--- config.mk ---
export PLATFORM = sky130hd
export DESIGN_NAME = motor_soft_start_with_protection
export DESIGN_NICKNAME = d
export VERILOG_FILES = /design/src/rtl/core/mss_pkg.sv /design/src/rtl/core/mss_cfg.sv /design/src/rtl/core/mss_in_reg.sv /design/src/rtl/core/mss_core.sv /design/src/rtl/core/mss_out_reg.sv /design/src/rtl/core/motor_soft_start_with_protection.sv
export SDC_FILE = /design/constraint.sdc
export NUM_CORES = 1
export LEC_CHECK = 0
export BUFFER_PORTS_ARGS = -buffer_cell sky130_fd_sc_hd__buf_4
export CAP_MARGIN = 10
export CORE_ASPECT_RATIO = 1.25
export CORE_MARGIN = 3
export CORE_UTILIZATION = 40
export DETAILED_ROUTE_END_ITERATION = 16
export GPL_TIMING_DRIVEN = 0
export PLACE_DENSITY_LB_ADDON = 0.25
export SLEW_MARGIN = 20
export SYNTH_ARGS = -nofsm -noshare
export SYNTH_HDL_FRONTEND = slang
export SYNTH_SLANG_ARGS = --single-unit
--- constraint.sdc ---
create_clock -name clk_i -period 27.1 [get_ports clk_i]
set_clock_uncertainty 0.15 [all_clocks]
set_input_delay 1.355 -clock clk_i [delete_from_list [all_inputs] [get_ports clk_i]]
set_output_delay 1.355 -clock clk_i [all_outputs]
set_load 0.05 [all_outputs]
--- src/rtl/core/mss_pkg.sv ---
// ----------------------------------------------------------------------------
// mss_pkg
// Shared types and constants for the motor soft-start controller.
// ----------------------------------------------------------------------------
package mss_pkg;

  // request function codes
  typedef enum logic [1:0] {
    FUNC_TICK       = 2'd0,
    FUNC_SET_TARGET = 2'd1,
    FUNC_CLEAR      = 2'd2,
    FUNC_ESTOP      = 2'd3
  } func_e;

  // lockout cause
  typedef enum logic [1:0] {
    FAULT_NONE = 2'd0,
    FAULT_UV   = 2'd1,
    FAULT_OC   = 2'd2
  } fault_e;

  // configuration register indexes
  localparam logic [1:0] CFG_MAX_CURRENT = 2'd0;
  localparam logic [1:0] CFG_MIN_VOLTAGE = 2'd1;
  localparam logic [1:0] CFG_SAG_PERCENT = 2'd2;
  localparam logic [1:0] CFG_RAMP_RATE   = 2'd3;

  // configuration reset values
  localparam logic [15:0] MAX_CURRENT_RST = 16'd5000;
  localparam logic [15:0] MIN_VOLTAGE_RST = 16'd9000;
  localparam logic [6:0]  SAG_PERCENT_RST = 7'd20;
  localparam logic [12:0] RAMP_RATE_RST   = 13'd512;

  // configuration limits
  localparam logic [6:0]  SAG_PERCENT_MAX = 7'd100;
  localparam logic [12:0] RAMP_RATE_MIN   = 13'd26;
  localparam logic [12:0] RAMP_RATE_MAX   = 13'd5120;

  // supply thresholds in millivolts
  localparam logic [15:0] SUPPLY_VALID_MV = 16'd5000;
  localparam logic [15:0] UV_FLOOR_MV     = 16'd1000;
  localparam logic [15:0] IDLE_DEFAULT_MV = 16'd12000;

  // over-current debounce
  localparam logic [1:0] OC_COUNT_MAX  = 2'd3;
  localparam logic [1:0] OC_TRIP_COUNT = 2'd3;

  // sag ceiling when released
  localparam logic [7:0] CEIL_FULL = 8'hFF;

  // clamped configuration as seen by the datapath
  typedef struct packed {
    logic [15:0] max_current_ma;
    logic [15:0] min_voltage_mv;
    logic [6:0]  sag_percent;
    logic [12:0] ramp_rate;
  } cfg_t;

  // one request
  typedef struct packed {
    func_e       func;
    logic [15:0] current_ma;
    logic [15:0] supply_mv;
    logic [15:0] idle_mv;
    logic [7:0]  target_duty;
  } item_t;

  // one result
  typedef struct packed {
    logic [7:0] duty;
    logic       locked;
    fault_e     fault;
    logic [7:0] sag_limit;
  } result_t;

endpackage

--- src/rtl/core/mss_cfg.sv ---
// ----------------------------------------------------------------------------
// mss_cfg
// Configuration registers; sag percent and ramp rate are range-limited as written.
// ----------------------------------------------------------------------------
module mss_cfg (
  input  logic               clk_i,
  input  logic               rst_ni,
  input  logic               cfg_we_i,
  input  logic [1:0]         cfg_idx_i,
  input  logic [15:0]        cfg_wdata_i,
  output mss_pkg::cfg_t      cfg_o
);
  import mss_pkg::*;

  cfg_t       cfg_q;
  logic [6:0]  pct_raw;
  logic [12:0] rate_raw;
  logic [6:0]  pct_lim;
  logic [12:0] rate_lim;

  // clamp incoming values
  assign pct_raw  = cfg_wdata_i[6:0];
  assign rate_raw = cfg_wdata_i[12:0];
  assign pct_lim  = (pct_raw > SAG_PERCENT_MAX) ? SAG_PERCENT_MAX : pct_raw;
  assign rate_lim = (rate_raw < RAMP_RATE_MIN) ? RAMP_RATE_MIN :
                    (rate_raw > RAMP_RATE_MAX) ? RAMP_RATE_MAX : rate_raw;

  // register file
  always_ff @(posedge clk_i or negedge rst_ni) begin
    if (!rst_ni) begin
      cfg_q.max_current_ma <= MAX_CURRENT_RST;
      cfg_q.min_voltage_mv <= MIN_VOLTAGE_RST;
      cfg_q.sag_percent    <= SAG_PERCENT_RST;
      cfg_q.ramp_rate      <= RAMP_RATE_RST;
    end else if (cfg_we_i) begin
      unique case (cfg_idx_i)
        CFG_MAX_CURRENT: cfg_q.max_current_ma <= cfg_wdata_i;
        CFG_MIN_VOLTAGE: cfg_q.min_voltage_mv <= cfg_wdata_i;
        CFG_SAG_PERCENT: cfg_q.sag_percent    <= pct_lim;
        CFG_RAMP_RATE:   cfg_q.ramp_rate      <= rate_lim;
        default: ;
      endcase
    end
  end

  assign cfg_o = cfg_q;

endmodule

--- src/rtl/core/mss_in_reg.sv ---
// ----------------------------------------------------------------------------
// mss_in_reg
// Input register: captures one request and holds it until the core takes it.
// ----------------------------------------------------------------------------
module mss_in_reg (
  input  logic            clk_i,
  input  logic            rst_ni,
  input  logic            in_valid_i,
  output logic            in_stall_o,
  input  mss_pkg::item_t  item_i,
  input  logic            take_i,
  output logic            valid_o,
  output mss_pkg::item_t  item_o
);
  import mss_pkg::*;

  logic  valid_q;
  logic  valid_d;
  item_t item_q;
  logic  load;

  // full and not drained this cycle
  assign in_stall_o = valid_q && !take_i;
  assign load       = in_valid_i && !in_stall_o;
  assign valid_d    = load || (valid_q && !take_i);

  always_ff @(posedge clk_i or negedge rst_ni) begin
    if (!rst_ni) begin
      valid_q <= 1'b0;
    end else begin
      valid_q <= valid_d;
    end
  end

  // payload
  always_ff @(posedge clk_i) begin
    if (load) begin
      item_q <= item_i;
    end
  end

  assign valid_o = valid_q;
  assign item_o  = item_q;

endmodule

--- src/rtl/core/mss_core.sv ---
// ----------------------------------------------------------------------------
// mss_core
// Controller state and its combinational per-request update.
// ----------------------------------------------------------------------------
module mss_core (
  input  logic              clk_i,
  input  logic              rst_ni,
  input  logic              fire_i,
  input  mss_pkg::item_t    item_i,
  input  mss_pkg::cfg_t     cfg_i,
  output mss_pkg::result_t  res_o
);
  import mss_pkg::*;

  // state
  logic [7:0]  target_q, target_d;
  logic [15:0] duty_q, duty_d;
  logic [7:0]  ceil_q, ceil_d;
  logic [15:0] snap_q, snap_d;
  logic [1:0]  cnt_q, cnt_d;
  logic        lock_q, lock_d;
  fault_e      fault_q, fault_d;

  // tick datapath
  logic [15:0] snap_live;
  logic [15:0] snap_tick;
  logic        uv_hit;
  logic        oc_hit;
  logic [1:0]  cnt_tick;
  logic        oc_trip;
  logic [22:0] sag_lhs;
  logic [22:0] sag_rhs;
  logic        sag_hit;
  logic [7:0]  ceil_tick;
  logic [7:0]  eff;
  logic [15:0] goal;
  logic [13:0] rate_dn;
  logic [15:0] gap_up;
  logic [15:0] gap_dn;
  logic [15:0] duty_tick;
  logic        req_ok;

  // idle snapshot: follow supply while stopped, fall back when too low
  assign snap_live = (target_q == 8'd0 && item_i.supply_mv > SUPPLY_VALID_MV)
                     ? item_i.supply_mv : snap_q;
  assign snap_tick = (snap_live < SUPPLY_VALID_MV)
                     ? ((item_i.idle_mv > SUPPLY_VALID_MV) ? item_i.idle_mv
                                                           : IDLE_DEFAULT_MV)
                     : snap_live;

  // undervoltage window
  assign uv_hit = (item_i.supply_mv < cfg_i.min_voltage_mv) &&
                  (item_i.supply_mv > UV_FLOOR_MV);

  // over-current up/down counter
  assign oc_hit   = item_i.current_ma > cfg_i.max_current_ma;
  assign cnt_tick = oc_hit ? ((cnt_q != OC_COUNT_MAX) ? cnt_q + 2'd1 : cnt_q)
                           : ((cnt_q != 2'd0) ? cnt_q - 2'd1 : cnt_q);
  assign oc_trip  = oc_hit && (cnt_tick >= OC_TRIP_COUNT);

  // sag compare: supply * 100 against snapshot * (100 - percent)
  assign sag_lhs = 23'(item_i.supply_mv) * 23'(SAG_PERCENT_MAX);
  assign sag_rhs = 23'(snap_tick) * 23'(SAG_PERCENT_MAX - cfg_i.sag_percent);
  assign sag_hit = sag_lhs < sag_rhs;
  assign ceil_tick = (target_q != 8'd0)
                     ? ((sag_hit && ceil_q != 8'd0) ? ceil_q - 8'd1 : ceil_q)
                     : CEIL_FULL;

  // ramp toward min(target, ceiling), never overshooting
  assign eff     = (target_q < ceil_tick) ? target_q : ceil_tick;
  assign goal    = {eff, 8'h00};
  assign rate_dn = {cfg_i.ramp_rate, 1'b0};
  assign gap_up  = goal - duty_q;
  assign gap_dn  = duty_q - goal;

  always_comb begin
    duty_tick = duty_q;
    if (duty_q < goal) begin
      if (gap_up <= 16'(cfg_i.ramp_rate)) begin
        duty_tick = goal;
      end else begin
        duty_tick = duty_q + 16'(cfg_i.ramp_rate);
      end
    end else if (duty_q > goal) begin
      if (gap_dn <= 16'(rate_dn)) begin
        duty_tick = goal;
      end else begin
        duty_tick = duty_q - 16'(rate_dn);
      end
    end
  end

  // a nonzero target request is refused while locked
  assign req_ok = !(lock_q && item_i.target_duty != 8'd0);

  // next state per function
  always_comb begin
    target_d = target_q;
    duty_d   = duty_q;
    ceil_d   = ceil_q;
    snap_d   = snap_q;
    cnt_d    = cnt_q;
    lock_d   = lock_q;
    fault_d  = fault_q;
    case (item_i.func)
      FUNC_TICK: begin
        if (lock_q) begin
          target_d = 8'd0;
          duty_d   = 16'd0;
          ceil_d   = CEIL_FULL;
        end else begin
          snap_d = snap_tick;
          if (uv_hit) begin
            lock_d   = 1'b1;
            fault_d  = FAULT_UV;
            target_d = 8'd0;
            duty_d   = 16'd0;
            ceil_d   = CEIL_FULL;
          end else begin
            cnt_d = cnt_tick;
            if (oc_trip) begin
              lock_d   = 1'b1;
              fault_d  = FAULT_OC;
              target_d = 8'd0;
              duty_d   = 16'd0;
              ceil_d   = CEIL_FULL;
            end else begin
              ceil_d = ceil_tick;
              duty_d = duty_tick;
            end
          end
        end
      end
      FUNC_SET_TARGET: begin
        if (req_ok) begin
          if (target_q == 8'd0 && item_i.target_duty != 8'd0) begin
            ceil_d = CEIL_FULL;
            snap_d = 16'd0;
          end
          target_d = item_i.target_duty;
        end
      end
      FUNC_CLEAR: begin
        lock_d  = 1'b0;
        fault_d = FAULT_NONE;
        cnt_d   = 2'd0;
      end
      default: begin
        target_d = 8'd0;
        duty_d   = 16'd0;
        ceil_d   = CEIL_FULL;
      end
    endcase
  end

  // state registers
  always_ff @(posedge clk_i or negedge rst_ni) begin
    if (!rst_ni) begin
      target_q <= 8'd0;
      duty_q   <= 16'd0;
      ceil_q   <= CEIL_FULL;
      snap_q   <= 16'd0;
      cnt_q    <= 2'd0;
      lock_q   <= 1'b0;
      fault_q  <= FAULT_NONE;
    end else if (fire_i) begin
      target_q <= target_d;
      duty_q   <= duty_d;
      ceil_q   <= ceil_d;
      snap_q   <= snap_d;
      cnt_q    <= cnt_d;
      lock_q   <= lock_d;
      fault_q  <= fault_d;
    end
  end

  // result shows the state after the request
  assign res_o.duty      = duty_d[15:8];
  assign res_o.locked    = lock_d;
  assign res_o.fault     = fault_d;
  assign res_o.sag_limit = ceil_d;

  // lockout and fault code move together
  a_lock_fault: assert property (@(posedge clk_i) disable iff (!rst_ni)
    lock_q == (fault_q != FAULT_NONE))
    else $error("lockout and fault code disagree");

  // the motor is never driven while locked
  a_lock_duty: assert property (@(posedge clk_i) disable iff (!rst_ni)
    lock_q |-> (duty_q == 16'd0 && target_q == 8'd0))
    else $error("duty or target nonzero during lockout");

  // emergency stop halts the motor
  a_estop: assert property (@(posedge clk_i) disable iff (!rst_ni)
    (fire_i && item_i.func == FUNC_ESTOP) |=>
      (duty_q == 16'd0 && target_q == 8'd0 && ceil_q == CEIL_FULL))
    else $error("emergency stop did not halt the motor");

endmodule

--- src/rtl/core/mss_out_reg.sv ---
// ----------------------------------------------------------------------------
// mss_out_reg
// Result register: holds one result until the consumer takes it.
// ----------------------------------------------------------------------------
module mss_out_reg (
  input  logic              clk_i,
  input  logic              rst_ni,
  input  logic              load_i,
  input  mss_pkg::result_t  res_i,
  output logic              ready_o,
  output logic              out_valid_o,
  input  logic              out_stall_i,
  output mss_pkg::result_t  res_o
);
  import mss_pkg::*;

  logic    valid_q;
  logic    valid_d;
  result_t res_q;

  // empty, or drained this cycle
  assign ready_o = !valid_q || !out_stall_i;
  assign valid_d = load_i || (valid_q && out_stall_i);

  always_ff @(posedge clk_i or negedge rst_ni) begin
    if (!rst_ni) begin
      valid_q <= 1'b0;
    end else begin
      valid_q <= valid_d;
    end
  end

  // payload
  always_ff @(posedge clk_i) begin
    if (load_i) begin
      res_q <= res_i;
    end
  end

  assign out_valid_o = valid_q;
  assign res_o       = res_q;

endmodule

--- src/rtl/core/motor_soft_start_with_protection.sv ---
// ----------------------------------------------------------------------------
// motor_soft_start_with_protection
// PWM duty controller with soft start, sag limiting and safety lockout.
// ----------------------------------------------------------------------------
// Each request carries a function code (tick, set target, clear lockout,
// emergency stop) and returns one result with the integer duty, lockout flag,
// fault code and sag ceiling as they stand after the request. A request is
// registered in the input register on accept, then applied to the controller
// state as its result is loaded into the result register, with a new request
// accepted every cycle unless the result register stalls. The rate is set by
// the read-modify-write of the controller state in the core; the only
// back-pressure is a stalled result register. Configuration must be written
// through a plain write port only while no request is in flight; the block
// does not enforce this. Ramp rate and sag percent are range-limited on write.
module motor_soft_start_with_protection (
  input  logic        clk_i,
  input  logic        rst_ni,
  // configuration
  input  logic        cfg_we_i,
  input  logic [1:0]  cfg_idx_i,
  input  logic [15:0] cfg_wdata_i,
  // request channel
  input  logic        in_valid_i,
  output logic        in_stall_o,
  input  logic [1:0]  func_i,
  input  logic [15:0] current_ma_i,
  input  logic [15:0] supply_mv_i,
  input  logic [15:0] idle_mv_i,
  input  logic [7:0]  target_duty_i,
  // result channel
  output logic        out_valid_o,
  input  logic        out_stall_i,
  output logic [7:0]  duty_o,
  output logic        locked_o,
  output logic [1:0]  fault_o,
  output logic [7:0]  sag_limit_o
);
  import mss_pkg::*;

  cfg_t    cfg;
  item_t   item_in;
  item_t   item_q;
  logic    item_valid;
  logic    out_ready;
  logic    fire;
  result_t res_core;
  result_t res_out;

  // pack request fields
  assign item_in.func        = func_e'(func_i);
  assign item_in.current_ma  = current_ma_i;
  assign item_in.supply_mv   = supply_mv_i;
  assign item_in.idle_mv     = idle_mv_i;
  assign item_in.target_duty = target_duty_i;

  // a registered request moves on when the result register has room
  assign fire = item_valid && out_ready;

  mss_cfg u_cfg (
    .clk_i       (clk_i),
    .rst_ni      (rst_ni),
    .cfg_we_i    (cfg_we_i),
    .cfg_idx_i   (cfg_idx_i),
    .cfg_wdata_i (cfg_wdata_i),
    .cfg_o       (cfg)
  );

  mss_in_reg u_in_reg (
    .clk_i      (clk_i),
    .rst_ni     (rst_ni),
    .in_valid_i (in_valid_i),
    .in_stall_o (in_stall_o),
    .item_i     (item_in),
    .take_i     (fire),
    .valid_o    (item_valid),
    .item_o     (item_q)
  );

  mss_core u_core (
    .clk_i  (clk_i),
    .rst_ni (rst_ni),
    .fire_i (fire),
    .item_i (item_q),
    .cfg_i  (cfg),
    .res_o  (res_core)
  );

  mss_out_reg u_out_reg (
    .clk_i       (clk_i),
    .rst_ni      (rst_ni),
    .load_i      (fire),
    .res_i       (res_core),
    .ready_o     (out_ready),
    .out_valid_o (out_valid_o),
    .out_stall_i (out_stall_i),
    .res_o       (res_out)
  );

  // unpack result fields
  assign duty_o      = res_out.duty;
  assign locked_o    = res_out.locked;
  assign fault_o     = res_out.fault;
  assign sag_limit_o = res_out.sag_limit;

endmodule

==> reports/metrics.cfg <==
[sta]
finalSetupViolCount=0
relSlewSlack=0.2948
finalMaxSlewViolations=0
fin_crit_sh=0.7249
setup_ws_ns=7.455
final-hold-violation-count=0
fmax_ghz=0.05090
min_period_ns=19.64
fin_tns_setup_ns=0
tightestPinTransition_ns=1.050
holdWs_ns=0.3502
rsz0062_at_grt=false

[setup_path]
rr_worst_depth=68
endpoint_kind=flip-flop
worstSetupPathType=reg -> reg
crit_fanout=10
worstPathRequired_ns=27.24
cpPeakStageDelay_ns=0.85
cp.arrival_ns=19.79
critPathLaunchType=flip-flop
critPathSlowestCell=a31oi_1

[drt]
drt-total-wl_um=51890
antenna_left=0
vias_per_cell=5.336
drt_iter0_drc=903
drc=0
drt-pass1-iter-count=5
wire_per_inst_um=18.08
vias=15310

[global_routing]
grt_pass1_vias=15910
antenna_found_initial=1
grt_max_degree=76
grt_use_total=0.2060
overflow=0
grt_pass1_wl_um=83810

[hold_path]
worstHoldPathCells=2
hold_path.class=reg -> reg

[clock_network]
htree_num_levels=4
cts_buffer_depth=2
cts_setup_buffers=0
numCtsBuffers=17
cts_sinks=184
root_buffer=clkbuf_16
postCtsHoldBufs=0
cts_tree=yes
clk-insertion-delay-late_ns=0.46
cts-resized-gates=0
clkSlewWorstSetupHoldPaths_ns=0.07

[synthesis]
syn_nets=2590
syn_area_per_cell_sq_um=9.296
yosysWarnings=0
netlist_instances=2098
synth_area_sq_um=19500
ys.flop_type=dfrtp_1
yosysSeqAreaShare=0.2572
synth_edf_count=77
ys_types=85
ys_ff_latch=184
async_flop_share=0.5815

[die]
num_rows=89
die_x_um=203.5
die_area_sq_um=51460
ios=102
die_h_um=252.9
coreArea_sq_um=47660
start_util=0.4092

[final_layout]
fin_util=0.4554
nets=2712
regArea_sq_um=5016
nFillCells=4692
drive_gt1_frac=0.09763
multi_input_area_sq_um=12990
n_antenna_cell=0
syn_to_final_growth_pct=11.28

[placement]
dpl.hpwl_um=42580
gp_congestion=0.8946
place_ws_ns=7.672
port_buffers=101

[job]
maxCapViolCount=0

[status]
outcome=finished clean

[worst max-delay path, delay by kind of cell, from the launching register on]
kind	cells	cell delay [ns]
buf+inv	12	2.32
fa+ha+maj	12	5.24
flops	1	0.53
simple gates	17	3.50
compound gates	24	7.09
xor+xnor	3	0.65
[layout make-up]
type | instances | area share
multi-input cells | 1513 | 0.5984
flip-flops and latches | 184 | 0.2311
inverters | 358 | 0.06192
repair buffers | 103 | 0.03765
well taps | 637 | 0.03672
clock buffers | 21 | 0.02122
plain buffers | 43 | 0.008071
clock inverters | 11 | 0.004900
[cells by family after synthesis]
group | Yosys count | share of synthesized area
XOR/XNOR | 91 | 0.04087
adder cells (fa/ha/maj) | 411 | 0.3245
AND/OR/NAND/NOR | 570 | 0.1386
multiplexers | 26 | 0.01565
buffers and inverters | 401 | 0.07782
flip-flops | 184 | 0.2572
AO/OA/AOI/OAI | 415 | 0.1454
[path summary, 6_finish.rpt]
path / from / endpoint / slack [ns]
setup reg to reg: u_in_reg.item_o[38] / u_out_reg.res_o[11] / 7.46
hold reg to reg: u_core.snap_q[1] / u_core.snap_q[1] / 0.35
min in group asynchronous: rst_ni / u_out_reg.out_valid_o / 0.64
hold / removal: u_core.snap_q[1] / u_core.snap_q[1] / 0.35
setup / recovery: u_in_reg.item_o[38] / u_out_reg.res_o[11] / 7.46
max in group asynchronous: rst_ni / u_cfg.cfg_o[33] / 25.39
[cell usage after synthesis (21+ instances only)]
library cell  instances  area share
nand2_1             195       0.038
o21ai_0             106       0.027
edfxtp_1             77        0.12
dfstp_2              21       0.028
mux2_2               22       0.013
nor2_1              137       0.026
nand2b_1             24      0.0077
ha_1                253        0.16
inv_1               357       0.069
fa_1                158        0.16
dfrtp_1              86        0.11
and2_1               31      0.0099
xor2_1               27       0.012
a21oi_1              90       0.023
o21a_1               24      0.0092
nor3_1               32      0.0082
clkbuf_1             35      0.0067
xnor2_1              64       0.029
nand3_1              41       0.011
[layout by cell type, fill, tap and decap left out, types with 36 or more instances in the layout]
master	instances
inv_1	357
nand2_1	195
clkbuf_1	36
o21ai_0	106
nand3_1	41
fa_1	158
a21oi_1	90
nor2_1	137
dfrtp_1	86
ha_1	253
edfxtp_1	77
buf_4	100
xnor2_1	64
[registers in the layout (all words and copies together), names as in the netlist, 2 cells and up]
name             count
u_cfg.cfg_o         52
u_core.snap_q       16
u_core.ceil_q        8
u_core.target_q      8
u_core.fault_q       2
u_core.cnt_q         2
u_core.duty_q       16
u_out_reg.res_o     19
u_in_reg.item_o     58
[metal layers]
metal  global-route usage  wire, um  vias up
met1               0.2479     20980     7447
met5                    0         0        -
met4               0.1011      2605        0
li1                     -         -     7352
met2               0.3613     25970      410
met3              0.02932      2335      104
[per-stage QoR]
step                area (sq um)  std cells
finish                     21700       2870
global route               21700       2870
CTS                        21700       2870
detailed placement         21140       2838
global placement           21060       2836
floorplan                  19500       2098
Power is not shown: default switching activity piles up to over one toggle a cycle in this logic, so the estimate is an artifact.
